### src/hw/rtl/ubdc_pkg.sv
// Shared types and constants for the UART baud divisor calculator.
package ubdc_pkg;

   localparam int unsigned CLK_W   = 26;
   localparam int unsigned BAUD_W  = 24;
   localparam int unsigned BAUD2_W = BAUD_W + 1;
   localparam int unsigned DIV_W   = 12;
   localparam int unsigned EXP_W   = 4;
   localparam int unsigned PROD_W  = 48;
   localparam int unsigned NUM_W   = 32;
   localparam int unsigned DEN_W   = 32;
   localparam int unsigned CNT_W   = $clog2(NUM_W);
   localparam int unsigned ADDR_W  = 3;
   localparam int unsigned DATA_W  = 32;

   localparam logic [CLK_W-1:0] CLOCK_HZ_RESET = 26'd32000000;

   // clock / 8 and clock / 4194304
   localparam int unsigned MAX_RATE_SHIFT = 3;
   localparam int unsigned MIN_RATE_SHIFT = 22;

   // first search limit is 0xfff >> 4
   localparam logic [DIV_W-1:0] DIVISOR_MASK = 12'hfff;
   localparam int unsigned BASE_LIMIT_SHIFT = 8;

   localparam logic signed [EXP_W-1:0] EXP_MIN      = -4'sd7;
   localparam logic signed [EXP_W-1:0] EXP_MAX      = 4'sd7;
   localparam logic signed [EXP_W-1:0] EXP_LAST     = 4'sd6;
   localparam logic signed [EXP_W-1:0] EXP_FINE_END = -4'sd3;
   localparam logic signed [EXP_W-1:0] EXP_BIAS     = 4'sd3;

   typedef enum logic {
      REG_CLOCK_HZ     = 1'b0,
      REG_DOUBLE_SPEED = 1'b1
   } reg_idx_type;

   typedef enum logic [2:0] {
      ST_IDLE,
      ST_SEARCH,
      ST_PREP,
      ST_DIV,
      ST_DONE
   } state_type;

   typedef struct packed {
      logic             start;
      logic [NUM_W-1:0] numerator;
      logic [DEN_W-1:0] denominator;
   } div_req_type;

   typedef struct packed {
      logic             done;
      logic [NUM_W-1:0] quotient;
   } div_rsp_type;

endpackage

### src/hw/rtl/ubdc_csr.sv
// Configuration registers: peripheral clock and double-speed mode.
module ubdc_csr (
   input  logic                          clock,
   input  logic                          reset,
   input  logic                          psel,
   input  logic                          penable,
   input  logic                          pwrite,
   input  logic [ubdc_pkg::ADDR_W-1:0]   paddr,
   input  logic [ubdc_pkg::DATA_W-1:0]   pwdata,
   output logic [ubdc_pkg::DATA_W-1:0]   prdata,
   output logic                          pready,
   output logic [ubdc_pkg::CLK_W-1:0]    clock_hz,
   output logic                          double_speed
);

   logic [ubdc_pkg::CLK_W-1:0] clock_hz_ff;
   logic [ubdc_pkg::CLK_W-1:0] clock_hz_in;
   logic                       double_speed_ff;
   logic                       double_speed_in;
   logic                       wr_en;
   ubdc_pkg::reg_idx_type      reg_idx;

   assign reg_idx = ubdc_pkg::reg_idx_type'(paddr[2]);
   assign wr_en   = psel & penable & pwrite;
   assign pready  = 1'b1;

   always_comb begin
      clock_hz_in     = clock_hz_ff;
      double_speed_in = double_speed_ff;
      prdata          = '0;
      case (reg_idx)
         ubdc_pkg::REG_CLOCK_HZ: begin
            prdata = ubdc_pkg::DATA_W'(clock_hz_ff);
            if (wr_en) begin
               clock_hz_in = pwdata[ubdc_pkg::CLK_W-1:0];
            end
         end
         ubdc_pkg::REG_DOUBLE_SPEED: begin
            prdata = ubdc_pkg::DATA_W'(double_speed_ff);
            if (wr_en) begin
               double_speed_in = pwdata[0];
            end
         end
         default: begin
            prdata = '0;
         end
      endcase
   end

   always_ff @(posedge clock) begin
      if (reset) begin
         clock_hz_ff     <= ubdc_pkg::CLOCK_HZ_RESET;
         double_speed_ff <= 1'b0;
      end else begin
         clock_hz_ff     <= clock_hz_in;
         double_speed_ff <= double_speed_in;
      end
   end

   assign clock_hz     = clock_hz_ff;
   assign double_speed = double_speed_ff;

endmodule

### src/hw/rtl/ubdc_div.sv
// Iterative restoring divider, one quotient bit per cycle.
module ubdc_div (
   input  logic                  clock,
   input  logic                  reset,
   input  ubdc_pkg::div_req_type req,
   output ubdc_pkg::div_rsp_type rsp
);

   logic                         busy_ff;
   logic                         busy_in;
   logic                         done_ff;
   logic                         done_in;
   logic [ubdc_pkg::CNT_W-1:0]   cnt_ff;
   logic [ubdc_pkg::CNT_W-1:0]   cnt_in;
   logic [ubdc_pkg::DEN_W-1:0]   rem_ff;
   logic [ubdc_pkg::DEN_W-1:0]   rem_in;
   logic [ubdc_pkg::NUM_W-1:0]   quo_ff;
   logic [ubdc_pkg::NUM_W-1:0]   quo_in;
   logic [ubdc_pkg::DEN_W-1:0]   den_ff;
   logic [ubdc_pkg::DEN_W-1:0]   den_in;
   logic [ubdc_pkg::DEN_W:0]     trial;
   logic [ubdc_pkg::DEN_W:0]     diff;
   logic                         fits;

   assign trial = {rem_ff, quo_ff[ubdc_pkg::NUM_W-1]};
   assign diff  = trial - {1'b0, den_ff};
   assign fits  = trial >= {1'b0, den_ff};

   always_comb begin
      busy_in = busy_ff;
      done_in = 1'b0;
      cnt_in  = cnt_ff;
      rem_in  = rem_ff;
      quo_in  = quo_ff;
      den_in  = den_ff;
      if (req.start) begin
         busy_in = 1'b1;
         cnt_in  = '0;
         rem_in  = '0;
         quo_in  = req.numerator;
         den_in  = req.denominator;
      end else if (busy_ff) begin
         rem_in = fits ? diff[ubdc_pkg::DEN_W-1:0] : trial[ubdc_pkg::DEN_W-1:0];
         quo_in = {quo_ff[ubdc_pkg::NUM_W-2:0], fits};
         cnt_in = cnt_ff + ubdc_pkg::CNT_W'(1);
         if (cnt_ff == ubdc_pkg::CNT_W'(ubdc_pkg::NUM_W - 1)) begin
            busy_in = 1'b0;
            done_in = 1'b1;
         end
      end
   end

   always_ff @(posedge clock) begin
      if (reset) begin
         busy_ff <= 1'b0;
         done_ff <= 1'b0;
      end else begin
         busy_ff <= busy_in;
         done_ff <= done_in;
      end
      cnt_ff <= cnt_in;
      rem_ff <= rem_in;
      quo_ff <= quo_in;
      den_ff <= den_in;
   end

   assign rsp.done     = done_ff;
   assign rsp.quotient = quo_ff;

endmodule

### src/hw/rtl/uart_baud_divisor_calculator.sv
// UART fractional baud divisor calculator: top level and sequencer.
// One request in, one result out. A rejected request (zero, or outside the
// reachable range for the configured clock) goes straight to ST_DONE and from
// there to the output register. An accepted one passes through the exponent
// search (one limit-times-baud compare per cycle), the set-up state, the
// 32-step restoring divider, and then the output register. The block takes no
// new request while it works; the next request is taken the cycle after a
// result is loaded, and a finished result waits in the output register.
// Configuration is written through the APB-style port.
module uart_baud_divisor_calculator (
   input  logic                               clock,
   input  logic                               reset,
   input  logic                               req_valid,
   output logic                               req_stall,
   input  logic [ubdc_pkg::BAUD_W-1:0]        req_request_baud,
   output logic                               rsp_valid,
   input  logic                               rsp_stall,
   output logic                               rsp_accepted,
   output logic [ubdc_pkg::DIV_W-1:0]         rsp_divisor,
   output logic signed [ubdc_pkg::EXP_W-1:0]  rsp_scale_exp,
   input  logic                               psel,
   input  logic                               penable,
   input  logic                               pwrite,
   input  logic [ubdc_pkg::ADDR_W-1:0]        paddr,
   input  logic [ubdc_pkg::DATA_W-1:0]        pwdata,
   output logic [ubdc_pkg::DATA_W-1:0]        prdata,
   output logic                               pready
);

   logic [ubdc_pkg::CLK_W-1:0]         clock_hz;
   logic                               double_speed;
   ubdc_pkg::div_req_type              div_req;
   ubdc_pkg::div_rsp_type              div_rsp;

   ubdc_pkg::state_type                state_ff;
   ubdc_pkg::state_type                state_in;
   logic [ubdc_pkg::BAUD2_W-1:0]       baud_ff;
   logic [ubdc_pkg::BAUD2_W-1:0]       baud_in;
   logic [ubdc_pkg::PROD_W-1:0]        prod_ff;
   logic [ubdc_pkg::PROD_W-1:0]        prod_in;
   logic signed [ubdc_pkg::EXP_W-1:0]  exp_ff;
   logic signed [ubdc_pkg::EXP_W-1:0]  exp_in;
   logic                               res_acc_ff;
   logic                               res_acc_in;
   logic [ubdc_pkg::DIV_W-1:0]         res_div_ff;
   logic [ubdc_pkg::DIV_W-1:0]         res_div_in;
   logic                               out_valid_ff;
   logic                               out_valid_in;
   logic                               out_acc_ff;
   logic                               out_acc_in;
   logic [ubdc_pkg::DIV_W-1:0]         out_div_ff;
   logic [ubdc_pkg::DIV_W-1:0]         out_div_in;
   logic signed [ubdc_pkg::EXP_W-1:0]  out_exp_ff;
   logic signed [ubdc_pkg::EXP_W-1:0]  out_exp_in;

   logic [ubdc_pkg::CLK_W-1:0]         rate_hi;
   logic [ubdc_pkg::CLK_W-1:0]         rate_lo;
   logic                               in_range;
   logic [ubdc_pkg::BAUD2_W-1:0]       baud_x;
   logic [ubdc_pkg::CLK_W+2:0]         num_base;
   logic [2:0]                         sh_lo;
   logic [3:0]                         sh_hi;
   logic [ubdc_pkg::NUM_W+3:0]         den_wide;
   logic [ubdc_pkg::DEN_W-1:0]         den_sh;
   logic [ubdc_pkg::NUM_W-1:0]         half_den;

   ubdc_csr u_csr (
      .clock        (clock),
      .reset        (reset),
      .psel         (psel),
      .penable      (penable),
      .pwrite       (pwrite),
      .paddr        (paddr),
      .pwdata       (pwdata),
      .prdata       (prdata),
      .pready       (pready),
      .clock_hz     (clock_hz),
      .double_speed (double_speed)
   );

   ubdc_div u_div (
      .clock (clock),
      .reset (reset),
      .req   (div_req),
      .rsp   (div_rsp)
   );

   // range check on the incoming request
   always_comb begin
      rate_hi = clock_hz >> ubdc_pkg::MAX_RATE_SHIFT;
      rate_lo = clock_hz >> ubdc_pkg::MIN_RATE_SHIFT;
      if (!double_speed) begin
         rate_hi = rate_hi >> 1;
         rate_lo = rate_lo >> 1;
      end
      in_range = (req_request_baud != '0)
               && (ubdc_pkg::CLK_W'(req_request_baud) <= rate_hi)
               && (ubdc_pkg::CLK_W'(req_request_baud) >= rate_lo);
      baud_x = double_speed ? ubdc_pkg::BAUD2_W'(req_request_baud)
                            : {req_request_baud, 1'b0};
   end

   // divider operands for the chosen exponent
   always_comb begin
      num_base = (ubdc_pkg::CLK_W+3)'(clock_hz) - (ubdc_pkg::CLK_W+3)'({baud_ff, 3'b000});
      sh_lo    = 3'(ubdc_pkg::EXP_FINE_END - exp_ff);
      sh_hi    = 4'(exp_ff + ubdc_pkg::EXP_BIAS);
      den_wide = (ubdc_pkg::NUM_W+4)'(baud_ff) << sh_hi;
      den_sh   = den_wide[ubdc_pkg::DEN_W-1:0];
      half_den = ubdc_pkg::NUM_W'(den_sh >> 1);
      div_req.start       = 1'b0;
      div_req.numerator   = '0;
      div_req.denominator = ubdc_pkg::DEN_W'(baud_ff);
      if (exp_ff <= ubdc_pkg::EXP_FINE_END) begin
         div_req.numerator = (ubdc_pkg::NUM_W'(num_base) << sh_lo)
                           + ubdc_pkg::NUM_W'(baud_ff >> 1);
      end else if (exp_ff[ubdc_pkg::EXP_W-1]) begin
         div_req.denominator = den_sh;
         div_req.numerator   = ubdc_pkg::NUM_W'(num_base) + half_den;
      end else begin
         div_req.denominator = den_sh;
         div_req.numerator   = ubdc_pkg::NUM_W'(clock_hz) + half_den;
      end
      div_req.start = (state_ff == ubdc_pkg::ST_PREP);
   end

   always_comb begin
      state_in     = state_ff;
      baud_in      = baud_ff;
      prod_in      = prod_ff;
      exp_in       = exp_ff;
      res_acc_in   = res_acc_ff;
      res_div_in   = res_div_ff;
      out_valid_in = out_valid_ff;
      out_acc_in   = out_acc_ff;
      out_div_in   = out_div_ff;
      out_exp_in   = out_exp_ff;
      req_stall    = (state_ff != ubdc_pkg::ST_IDLE);

      if (out_valid_ff && !rsp_stall) begin
         out_valid_in = 1'b0;
      end

      case (state_ff)
         ubdc_pkg::ST_IDLE: begin
            if (req_valid) begin
               baud_in = baud_x;
               prod_in = (ubdc_pkg::PROD_W'(baud_x) << ubdc_pkg::BASE_LIMIT_SHIFT)
                       - ubdc_pkg::PROD_W'(baud_x);
               exp_in  = ubdc_pkg::EXP_MIN;
               if (in_range) begin
                  res_acc_in = 1'b1;
                  state_in   = ubdc_pkg::ST_SEARCH;
               end else begin
                  res_acc_in = 1'b0;
                  res_div_in = '0;
                  exp_in     = '0;
                  state_in   = ubdc_pkg::ST_DONE;
               end
            end
         end
         ubdc_pkg::ST_SEARCH: begin
            // clock / baud < limit  <=>  clock < limit * baud
            if (ubdc_pkg::PROD_W'(clock_hz) < prod_ff) begin
               state_in = ubdc_pkg::ST_PREP;
            end else if (exp_ff == ubdc_pkg::EXP_LAST) begin
               exp_in   = ubdc_pkg::EXP_MAX;
               state_in = ubdc_pkg::ST_PREP;
            end else begin
               prod_in = (prod_ff << 1)
                       + ((exp_ff < ubdc_pkg::EXP_FINE_END)
                          ? ubdc_pkg::PROD_W'(baud_ff) : '0);
               exp_in  = exp_ff + 4'sd1;
            end
         end
         ubdc_pkg::ST_PREP: begin
            state_in = ubdc_pkg::ST_DIV;
         end
         ubdc_pkg::ST_DIV: begin
            if (div_rsp.done) begin
               res_div_in = div_rsp.quotient[ubdc_pkg::DIV_W-1:0]
                          & ubdc_pkg::DIVISOR_MASK;
               if (!exp_ff[ubdc_pkg::EXP_W-1]) begin
                  res_div_in = div_rsp.quotient[ubdc_pkg::DIV_W-1:0]
                             - ubdc_pkg::DIV_W'(1);
               end
               state_in = ubdc_pkg::ST_DONE;
            end
         end
         ubdc_pkg::ST_DONE: begin
            if (!out_valid_ff || !rsp_stall) begin
               out_valid_in = 1'b1;
               out_acc_in   = res_acc_ff;
               out_div_in   = res_div_ff;
               out_exp_in   = exp_ff;
               state_in     = ubdc_pkg::ST_IDLE;
            end
         end
         default: begin
            state_in = ubdc_pkg::ST_IDLE;
         end
      endcase
   end

   always_ff @(posedge clock) begin
      if (reset) begin
         state_ff     <= ubdc_pkg::ST_IDLE;
         out_valid_ff <= 1'b0;
      end else begin
         state_ff     <= state_in;
         out_valid_ff <= out_valid_in;
      end
      baud_ff    <= baud_in;
      prod_ff    <= prod_in;
      exp_ff     <= exp_in;
      res_acc_ff <= res_acc_in;
      res_div_ff <= res_div_in;
      out_acc_ff <= out_acc_in;
      out_div_ff <= out_div_in;
      out_exp_ff <= out_exp_in;
   end

   assign rsp_valid     = out_valid_ff;
   assign rsp_accepted  = out_acc_ff;
   assign rsp_divisor   = out_div_ff;
   assign rsp_scale_exp = out_exp_ff;

endmodule

### config.mk
export PLATFORM = sky130hd
export DESIGN_NAME = uart_baud_divisor_calculator
export DESIGN_NICKNAME = d
export VERILOG_FILES = /design/src/hw/rtl/ubdc_pkg.sv /design/src/hw/rtl/ubdc_csr.sv /design/src/hw/rtl/ubdc_div.sv /design/src/hw/rtl/uart_baud_divisor_calculator.sv
export SDC_FILE = /design/constraint.sdc
export NUM_CORES = 1
export LEC_CHECK = 0
export BUFFER_PORTS_ARGS = -buffer_cell sky130_fd_sc_hd__buf_2
export CAP_MARGIN = 10
export CELL_PAD_IN_SITES_DETAIL_PLACEMENT = 1
export CELL_PAD_IN_SITES_GLOBAL_PLACEMENT = 1
export CORE_UTILIZATION = 52
export CTS_BUF_LIST = sky130_fd_sc_hd__clkbuf_4 sky130_fd_sc_hd__clkbuf_8 sky130_fd_sc_hd__clkbuf_16
export DETAILED_ROUTE_END_ITERATION = 16
export GPL_TIMING_DRIVEN = 0
export PLACE_DENSITY = 0.89
export SYNTH_ARGS = -nofsm -noshare
export SYNTH_HDL_FRONTEND = slang
export SYNTH_SLANG_ARGS = --single-unit
### constraint.sdc
create_clock -name clock -period 9.95 [get_ports clock]
set_input_delay 1.99 -clock clock [delete_from_list [all_inputs] [get_ports clock]]
set_output_delay 1.99 -clock clock [all_outputs]
set_load 0.02 [all_outputs]
==> out/results.txt, run 1 <==
Status = finished clean
Fmax = 103 MHz
Routed len/inst = 29.7 µm
Reg2Reg Setup Slack = 280 ps
Mean Syn Cell Area = 8.19 µm²
Layout cell share with drive strength beyond 1 = 0.0868
Total number of yosys warnings = 0
Post-CTS sizing = 0
Clk slew on worst S/H paths = 60 ps
Most common cell after layout, fill and taps aside = nand2_1
Async set-reset flop share out of synthesis = 0
Tmin final = 9670 ps
TritonCTS Buffers = 28
Starting Density = 0.531
CTS Root Cell = clkbuf_16
CP required = 10,290 ps
CTS HTree Levels = 1
Core Rows = 76
First-pass GRT wire length = 154,000 µm
Starting DRC count in detailed routing = 2,422
CTS Buffer Depth = 3
Die W = 212 µm
Worst Setup Slack post-DPL = 736 ps
# clock sinks = 241
Final clock skew = 18.7 ps
Crit path kind = reg2reg
Vias in the first global route = 24,772
Residual DRC = 0
Synth unique cells = 92
Final TNS setup = 0 ps
Top FF cell, synth = edfxtp_1
CP max FO = 10
CP startpoint kind = register
Setup Fix Bufs, Post-CTS = 0
Area growth syn-to-layout = 10.0%
Design Area, Final = 25,300 µm²
Hold WC Path Type = reg2reg
GRT Util Overall = 0.461
Routed vias = 24,227
Max-slew headroom = 0.156
Die H = 212 µm
Vias per cell = 6.81
Fill cells = 5,292
Finish-stage setup viols = 0
PortBufs = 102
Final hold violation count = 0
DPL Wire Length = 81,700 µm
Core region area = 43,400 µm²
Max-Cap Viols = 0
Initial antenna violation count = 3
Gr ovfl total = 0
CTS tree = yes
Largest net degree at the start of global routing = 39
Skew-Pair Late Insertion Delay = 600 ps
Post-Synthesis Cells = 2,809
Peak VDD IR = 0.155 mV
Total leakage power = 10.9 nW
Number of synthesized flops with an enable pin = 171
Post-Syn Area = 23,000 µm²
Least-Margin Pin Slew = 1270 ps
Number of synthesized register bits = 241
Worst path slowest cell = buf_1
Placement Cell Area = 24,300 µm²
Routability cong. = 1.04
Register area share after synthesis = 0.284
Crit path largest cell delay = 790 ps
Crit share post-route = 0.972
Hold WS = 433 ps
Non-Filler Instances = 3,557
RSZ-0062 raised after global routing = no
1st-pass router iterations = 6
WP data arrival = 10,010 ps
Routed wire length = 106,000 µm
Layout Nets = 3,233
Io pins = 118
Placed insts = 3,503
Final max-slew violation count = 0
Pwr per Cell Area = 251 nW/µm²
Final worst setup slack = 279 ps
Most frequent cells in the layout = nand2_1 (314), a21oi_1 (248), nor2_1 (246)
Crit end category = register
Antenna-violating nets left = 0
Cts hold-fix bufs = 0
Die ar. = 45,100 µm²
cell families (layout without fill, tap and decap cells):
kind of cell | after synthesis | in the layout | share of synthesized area
AND/OR/NAND/NOR | 912 | 912 | 0.184
AO/OA/AOI/OAI | 822 | 822 | 0.223
buffers and inverters | 302 | 459 | 0.0515
flip-flops | 241 | 241 | 0.284
adder cells (fa/ha/maj) | 218 | 218 | 0.120
XOR/XNOR | 178 | 178 | 0.0677
multiplexers | 134 | 134 | 0.0688
other | 2 | 8 | 0.000326
state kept, by name, summed over array words and instances (netlist names), 12 cells and up:
| name | count |
|---|---|
| u_div.quo_ff | 32 |
| u_div.den_ff | 32 |
| res_div_ff | 12 |
| rsp_divisor | 12 |
| baud_ff | 25 |
| u_div.rem_ff | 32 |
| u_csr.clock_hz | 26 |
| prod_ff | 48 |
synth_stat cells, drive strengths merged (5+ instances only):
cell type | n | area (µm²)
o211ai | 33 | 253
edfxtp | 171 | 5130
nand3b | 11 | 82.6
and2 | 40 | 250
ha | 213 | 2670
a221o | 5 | 50.1
o31a | 6 | 52.6
nor3 | 55 | 280
nor2 | 249 | 940
xor2 | 78 | 683
a31oi | 22 | 138
fa | 5 | 100
and3 | 22 | 138
a21oi | 251 | 1260
o22ai | 6 | 37.5
nor2b | 41 | 259
nand3 | 53 | 270
a211o | 7 | 61.3
or2 | 7 | 43.8
nand4 | 30 | 188
a2111oi | 5 | 43.8
nor4 | 21 | 131
clkbuf | 101 | 379
or3 | 16 | 101
o21a | 27 | 203
buf | 31 | 168
inv | 169 | 634
nor3b | 9 | 67.6
o21bai | 23 | 173
nand2 | 314 | 1180
a31o | 10 | 87.6
a21o | 88 | 663
nand2b | 32 | 200
o31ai | 13 | 97.6
mux2 | 30 | 338
a21boi | 12 | 90.1
mux2i | 88 | 881
dfxtp | 70 | 1400
xnor2 | 100 | 876
o211a | 9 | 90.1
o21ai | 222 | 1120
mux4 | 16 | 364
a211oi | 30 | 225
where the power goes:
| group | internal [W] | switching, W |
|---|---|---|
| Combinational | 0.00128 | 0.00250 |
| Sequential | 0.00129 | 0.000185 |
| Clock | 0.000636 | 0.000468 |
| Total | 0.00321 | 0.00315 |
final cells by class:
class,count,area [µm²],area share
Multi-Input combinational cell,2271,15300,0.606
Inverter,170,638,0.0252
Sequential cell,241,6540,0.258
Buffer,132,548,0.0216
Antenna cell,1,2.50,0.0000988
Clock inverter,15,155,0.00613
Tap cell,585,732,0.0289
Timing Repair Buffer,105,578,0.0228
Clock buffer,37,792,0.0313
final timing paths:
kind	start	endpoint	depth (start not counted)
worst max-delay path	exp_ff[0]	u_div.quo_ff[30]	25
worst min-delay path	res_div_ff[4]	rsp_divisor[4]	0
worst max register to register	exp_ff[0]	u_div.quo_ff[30]	25
worst min register to register	res_div_ff[4]	rsp_divisor[4]	0
worst max-delay path: cells and delay by family (launching register included):
kind            cells  cell delay, ps
buf+inv             9            4510
xor+xnor            1             100
fa+ha+maj           2             630
flops               1             490
compound gates      8            2280
simple gates        5            1400
metal layers:
metal	global-route usage	up-vias	share of wire
met5	0	-	0.00010
met4	0.362	2	0.092
met3	0.0948	535	0.091
met2	0.741	1483	0.45
met1	0.536	11787	0.37
li1	-	10420	-
through the flow:
| stage | utilization | total power, W |
|---|---|---|
| after floorplan | - | 0.00381 |
| after global placement | 0.560 | 0.00482 |
| after detailed placement | 0.562 | 0.00502 |
| after CTS | 0.583 | 0.00617 |
| after global routing | 0.584 | 0.00656 |
| final | 0.584 | 0.00636 |
No activity file was read; power rests on OpenSTA's default activity.
==> run 2: changes to the inputs <==
--- a/config.mk
+++ b/config.mk
@@ -5,7 +5,7 @@
 export SDC_FILE = /design/constraint.sdc
 export NUM_CORES = 1
 export LEC_CHECK = 0
-export BUFFER_PORTS_ARGS = -buffer_cell sky130_fd_sc_hd__buf_2
+export BUFFER_PORTS_ARGS = -buffer_cell sky130_fd_sc_hd__buf_4
 export CAP_MARGIN = 10
 export CELL_PAD_IN_SITES_DETAIL_PLACEMENT = 1
 export CELL_PAD_IN_SITES_GLOBAL_PLACEMENT = 1
==> run 2 against run 1 <==
  * Worst hold slack got worse by 8.9 ps
  * Clock power about the same
  * Design area increased by 1.1%
  * Power about the same
  * Highest routed layer is now met4
==> out/results.txt, run 2 (synthesis results as in run 1) <==
Max-slew headroom = 0.250 (+0.0938)
Largest net degree at the start of global routing = 35 (-10%)
Fmax = 106 MHz (+2.7%)
Min-delay src = res_div_ff[11]
Sw Share = 0.495 (about the same)
Routed wire length = 105,000 µm (-0.32%)
1st-pass router iterations = 6 (unchanged)
Crit share post-route = 0.946 (-0.0257)
Fill cells = 5,285 (-0.13%)
Design Area, Final = 25,600 µm² (+1.1%)
Layout cell share with drive strength beyond 1 = 0.0871 (+0.000249)
# clock sinks = 241 (unchanged)
Total leakage power = 10.9 nW (+0.70%)
Die W = 212 µm (unchanged)
Most common cell after layout, fill and taps aside = nand2_1
Residual DRC = 0 (unchanged)
Tmin final = 9420 ps (-255 ps)
CP max FO = 10 (unchanged)
Comb pwr share = 0.596 (+0.002)
Clock Power Share = 0.173 (about the same)
Max reg flops = 48 (unchanged)
First-pass GRT wire length = 155,000 µm (+0.75%)
Area growth syn-to-layout = 11.2%
Gr ovfl total = 0 (unchanged)
Starting Density = 0.531 (unchanged)
Least-Margin Pin Slew = 1110 ps (-151 ps)
Routed vias = 24,134 (-0.38%)
Pwr per Cell Area = 248 nW/µm² (-1.1%)
Peak VDD IR = 0.152 mV (-1.8%)
Placement Cell Area = 24,600 µm² (+1.2%)
CTS HTree Levels = 1 (unchanged)
TritonCTS Buffers = 28 (unchanged)
Final clock skew = 18.5 ps (-0.141 ps)
Ant. Diodes = 0 (-1)
Hold WS = 424 ps (-8.92 ps)
DPL Wire Length = 82,100 µm (+0.41%)
Status = finished clean
Die ar. = 45,100 µm² (unchanged)
Sw Pwr = 0.00315 W (-0.11%)
Setup Fix Bufs, Post-CTS = 0 (unchanged)
Crit end category = register
Core Rows = 76 (unchanged)
Final TNS setup = 0 ps (unchanged)
Share of total power in sequential cells = 0.231 (about the same)
Worst r2r src = exp_ff[0]
Initial antenna violation count = 1 (-2)
Post-CTS sizing = 0 (unchanged)
Starting DRC count in detailed routing = 2,658 (+9.7%)
CP required = 10,290 ps (about the same)
Core region area = 43,400 µm² (unchanged)
CTS Root Cell = clkbuf_16
Finish-stage setup viols = 0 (unchanged)
RSZ-0062 raised after global routing = no
Antenna-violating nets left = 0 (unchanged)
Routed len/inst = 29.6 µm (-0.37%)
Internal power = 0.00321 W (about the same)
Die H = 212 µm (unchanged)
Vias in the first global route = 24,930 (+0.64%)
PortBufs = 102 (unchanged)
GRT Util Overall = 0.462 (+0.000764)
CP startpoint kind = register
Io pins = 118 (unchanged)
Clk slew on worst S/H paths = 60 ps (about the same)
Most frequent cells in the layout = nand2_1 (314), a21oi_1 (248), nor2_1 (246)
Final hold violation count = 0 (unchanged)
Top reg by flops = prod_ff
Max-Cap Viols = 0 (unchanged)
CTS tree = yes
Layout Nets = 3,236 (+0.093%)
Routability cong. = 1.08 (+3.8%)
CTS Buffer Depth = 3 (unchanged)
Final max-slew violation count = 0 (unchanged)
Critical path launch point = exp_ff[0]
Vias per cell = 6.78 (-0.44%)
Cts hold-fix bufs = 0 (unchanged)
WP data arrival = 9750 ps (-260 ps)
Hold WC Path Type = reg2reg
Skew-Pair Late Insertion Delay = 590 ps (about the same)
Crit path kind = reg2reg
==> run 2: routing by layer <==
| metal | GRT usage | vias to the layer above | wire, µm |
|---|---|---|---|
| li1 | - | 10426 | - |
| met1 | 0.556 | 11849 | 40100 |
| met2 | 0.733 | 1440 | 47000 |
| met3 | 0.0907 | 419 | 9600 |
| met4 | 0.339 | 0 | 8740 |
| met5 | 0 | - | 0 |
==> run 2: path summary, 6_finish.rpt <==
kind	to	slack (ps)	depth (start not counted)
max	u_div.quo_ff[30]	530	25
min	rsp_divisor[11]	420	0
max reg2reg	u_div.quo_ff[30]	530	25
min reg2reg	rsp_divisor[11]	420	0
==> run 2: area by class of cell <==
| cell class | instances | area [µm²] | share of cell area |
|---|---|---|---|
| clock buffer | 33 | 756 | 0.0295 |
| inverter | 170 | 638 | 0.0249 |
| buffer | 132 | 548 | 0.0214 |
| tap | 585 | 732 | 0.0286 |
| timing repair buffer | 108 | 882 | 0.0345 |
| clock inverter | 19 | 176 | 0.00689 |
| multi-input combinational | 2271 | 15300 | 0.599 |
| sequential | 241 | 6540 | 0.255 |
==> run 2: stage by stage <==
step / cells / utilization / total power [W] / setup WS [ps]
4_1_cts: 3558 / 0.590 / 0.00617 / 847
3_3_place_gp: 3501 / 0.566 / 0.00481 / 1060
2_1_floorplan: 2814 / - / 0.00381 / 3630
6_report: 3559 / 0.590 / 0.00636 / 534
3_5_place_dp: 3506 / 0.568 / 0.00500 / 879
5_1_grt: 3559 / 0.590 / 0.00657 / 440
==> run 2: worst max-delay path: stages (launching register included) <==
cell and delay [ps]:
edfxtp_1 490, buf_2 380, buf_2 420, buf_2 410, buf_1 650, buf_1 670, clkbuf_1 570, clkbuf_1 570
clkbuf_1 570, nand3_1 180, nor2_1 170, ha_1 240, inv_1 70, fa_1 380, nor2b_1 180, o21ai_0 140
a21boi_1 300, o22ai_1 250, o31a_1 330, o21ai_1 300, a2111oi_0 240, o31a_1 420, or4_4 580, nor2_2 140
xnor2_1 130, a221o_1 350
==> run 2: power groups by stage <==
stage	logic, W	clock network (W)	registers, W
detailed placement	0.00353	0	0.00147
global placement	0.00336	0	0.00146
CTS	0.00363	0.00108	0.00146
global route	0.00398	0.00111	0.00148
finish	0.00379	0.00110	0.00147
floorplan	0.00241	0	0.00140
==> run 3: changes to the inputs <==
--- a/config.mk
+++ b/config.mk
@@ -6,14 +6,15 @@
 export NUM_CORES = 1
 export LEC_CHECK = 0
 export BUFFER_PORTS_ARGS = -buffer_cell sky130_fd_sc_hd__buf_4
-export CAP_MARGIN = 10
+export CAP_MARGIN = 20
 export CELL_PAD_IN_SITES_DETAIL_PLACEMENT = 1
 export CELL_PAD_IN_SITES_GLOBAL_PLACEMENT = 1
-export CORE_UTILIZATION = 52
+export CORE_UTILIZATION = 53
 export CTS_BUF_LIST = sky130_fd_sc_hd__clkbuf_4 sky130_fd_sc_hd__clkbuf_8 sky130_fd_sc_hd__clkbuf_16
 export DETAILED_ROUTE_END_ITERATION = 16
 export GPL_TIMING_DRIVEN = 0
 export PLACE_DENSITY = 0.89
 export SYNTH_ARGS = -nofsm -noshare
 export SYNTH_HDL_FRONTEND = slang
+export SYNTH_HIERARCHICAL = 1
 export SYNTH_SLANG_ARGS = --single-unit
==> run 3 against run 2 <==
  * Flip-flop and latch count unchanged
  * Register-to-register slack gained 680 ps
  * Synthesized area grew 4.4%
  * Critical path type unchanged
  * First-iteration DRC count down 12%
==> out/results.txt, run 3 <==
Post-Synthesis Cells = 2,779 (-1.1%)
Synth unique cells = 106 (+15%)
Routed vias = 23,963 (-0.71%)
Max-slew headroom = 0.244 (-0.00572)
CP required = 10,290 ps (about the same)
Non-Filler Instances = 3,543 (-0.45%)
Skew-Pair Late Insertion Delay = 610 ps (+20 ps)
Status = finished clean
Async set-reset flop share out of synthesis = 0 (unchanged)
# clock sinks = 241 (unchanged)
Crit share post-route = 0.878 (-0.0680)
Cts hold-fix bufs = 0 (unchanged)
Most frequent cells in the layout = nand2_1 (249), nor2_1 (225), a21oi_1 (217)
CP max FO = 12 (+2)
Clock Power Share = 0.186 (+0.013)
Sw Share = 0.479 (-0.0158)
Hold WS = 419 ps (-4.31 ps)
CTS Root Cell = clkbuf_16
GRT Util Overall = 0.441 (-0.0203)
Most common cell after layout, fill and taps aside = nand2_1
Tmin final = 8740 ps (-677 ps)
Least-Margin Pin Slew = 1130 ps (+13.6 ps)
Total number of yosys warnings = 6 (+6)
Fill cells = 5,309 (+0.45%)
Die ar. = 46,200 µm² (+2.4%)
Most numerous cell in the Yosys netlist = nand2_1
Setup Fix Bufs, Post-CTS = 0 (unchanged)
CTS HTree Levels = 1 (unchanged)
Io pins = 118 (unchanged)
CTS Buffer Depth = 3 (unchanged)
Vias in the first global route = 25,049 (+0.48%)
Crit end category = register
Core region area = 44,400 µm² (+2.4%)
Pwr Total = 0.00633 W (-0.43%)
Mean Syn Cell Area = 8.64 µm² (+5.5%)
Die W = 215 µm (+1.2%)
Number of synthesized register bits = 241 (unchanged)
Top cell type's share of synthesized area = 0.214 (-0.00931)
Worst Setup Slack post-DPL = 1720 ps (+843 ps)
Area leader, netlist = edfxtp_1
Crit path kind = reg2reg
Largest net degree at the start of global routing = 33 (-5.7%)
Final clock skew = 21.5 ps (+2.96 ps)
1st-pass router iterations = 6 (unchanged)
Placed insts = 3,484 (-0.63%)
CTS tree = yes
Finish-stage setup viols = 0 (unchanged)
Register area share after synthesis = 0.272 (-0.0118)
Initial antenna violation count = 6 (+5)
Clk slew on worst S/H paths = 60 ps (about the same)
Total leakage power = 11.3 nW (+3.1%)
Layout Nets = 3,210 (-0.80%)
First-pass GRT wire length = 155,000 µm (about the same)
Antenna-violating nets left = 0 (unchanged)
Final hold violation count = 0 (unchanged)
Residual DRC = 0 (unchanged)
Final max-slew violation count = 0 (unchanged)
Gr ovfl total = 0 (unchanged)
Starting Density = 0.541 (+0.00999)
Starting DRC count in detailed routing = 2,349 (-12%)
Share of total power in sequential cells = 0.230 (about the same)
Routed len/inst = 29.3 µm (-1.2%)
Comb pwr share = 0.584 (-0.012)
Routability cong. = 1.06 (-2.2%)
WP data arrival = 9080 ps (-670 ps)
Sw Pwr = 0.00303 W (-3.6%)
Max-Cap Viols = 0 (unchanged)
Post-Syn Area = 24,000 µm² (+4.4%)
Internal power = 0.00330 W (+2.7%)
DPL Wire Length = 81,000 µm (-1.3%)
Max reg flops = 48 (unchanged)
Area growth syn-to-layout = 11.4%
Synth top cells by count = nand2_1 (249), nor2_1 (226), a21oi_1 (217)
Routed wire length = 104,000 µm (-1.6%)
PortBufs = 101 (-0.98%)
Top cells by area, synth = edfxtp_1 (21%), ha_1 (11%), dfxtp_1 (5.8%)
TritonCTS Buffers = 29 (+3.6%)
Hold WC Path Type = reg2reg
Die H = 215 µm (+1.2%)
Final TNS setup = 0 ps (unchanged)
Post-CTS sizing = 0 (unchanged)
CP startpoint kind = register
Peak VDD IR = 0.150 mV (-1.8%)
RSZ-0062 raised after global routing = no
Core Rows = 77 (+1.3%)
Pwr per Cell Area = 237 nW/µm² (-4.7%)
Number of synthesized flops with an enable pin = 171 (unchanged)
Vias per cell = 6.76 (-0.26%)
Final worst setup slack = 1210 ps (+677 ps)
Fmax = 114 MHz (+7.7%)
Top FF cell, synth = edfxtp_1
Layout cell share with drive strength beyond 1 = 0.125 (+0.0380)
Top reg by flops = prod_ff
run 3: worst max-delay path, stage by stage, from the launching register on:
cell and delay (ps):
edfxtp_1 710, inv_1 190, clkbuf_8 200, clkbuf_1 590, clkbuf_1 640, ha_1 380, buf_1 600, clkbuf_1 450
inv_1 300, o31ai_1 450, nand2_1 200, fa_1 470, nor2b_1 130, o21ai_0 120, a21o_1 200, a21oi_1 260
o21ai_0 280, o311a_1 440, nor3_1 590, a41oi_1 320, nand2b_1 170, a21oi_1 100, xor2_1 180, o21ai_0 150
mux2_2 320
run 3: final timing paths:
path                 startpoint               end  slack (ps)  depth (start not counted)
setup / recovery      exp_ff[1]  u_div/quo_ff[28]        1210                         24
hold / removal    res_div_ff[1]    rsp_divisor[1]         420                          0
setup reg to reg      exp_ff[1]  u_div/quo_ff[28]        1210                         24
hold reg to reg   res_div_ff[1]    rsp_divisor[1]         420                          0
run 3: cells by family (layout without fill, tap and decap cells):
group / count (synthesis) / after routing / share of synthesized area
AOI/OAI and AO/OA: 748 / 748 / 0.210
muxes: 210 / 210 / 0.103
xor gates and xnor gates: 166 / 166 / 0.0605
other: 2 / 9 / 0.000313
DFF: 241 / 241 / 0.272
and+or+nand+nor: 917 / 917 / 0.187
buffers and inverters: 277 / 442 / 0.0511
adders and majority gates: 218 / 218 / 0.115
run 3: layout make-up:
class,instances,area (µm²),area share
antenna,2,5.00,0.000187
sequential,241,6540,0.244
clock buffer,37,805,0.0301
buffer,126,662,0.0247
clock inverter,17,235,0.00879
timing repair buffer,111,913,0.0341
tap,592,741,0.0277
multi-input combinational,2266,16300,0.609
inverter,151,567,0.0212
run 3: per-layer routing:
metal,part of all wire,up-vias,global-route usage
met4,0.094,10,0.372
met2,0.47,1275,0.734
met1,0.37,11747,0.489
li1,-,10472,-
met3,0.072,459,0.0837
met5,0.00061,-,0
run 3: power by group through the flow:
stage	sequential [W]	combinational [W]	clock (W)
2_1_floorplan	0.00138	0.00243	0
3_3_place_gp	0.00145	0.00329	0
3_5_place_dp	0.00146	0.00347	0
4_1_cts	0.00144	0.00354	0.00118
5_1_grt	0.00146	0.00390	0.00121
6_report	0.00145	0.00370	0.00118
run 3: metrics by stage:
stage                     area, µm²  utilization
after CTS                     26700        0.602
after detailed placement      25700        0.578
final                         26800        0.602
after floorplan               24000            -
after global placement        25500        0.575
after global routing          26800        0.602
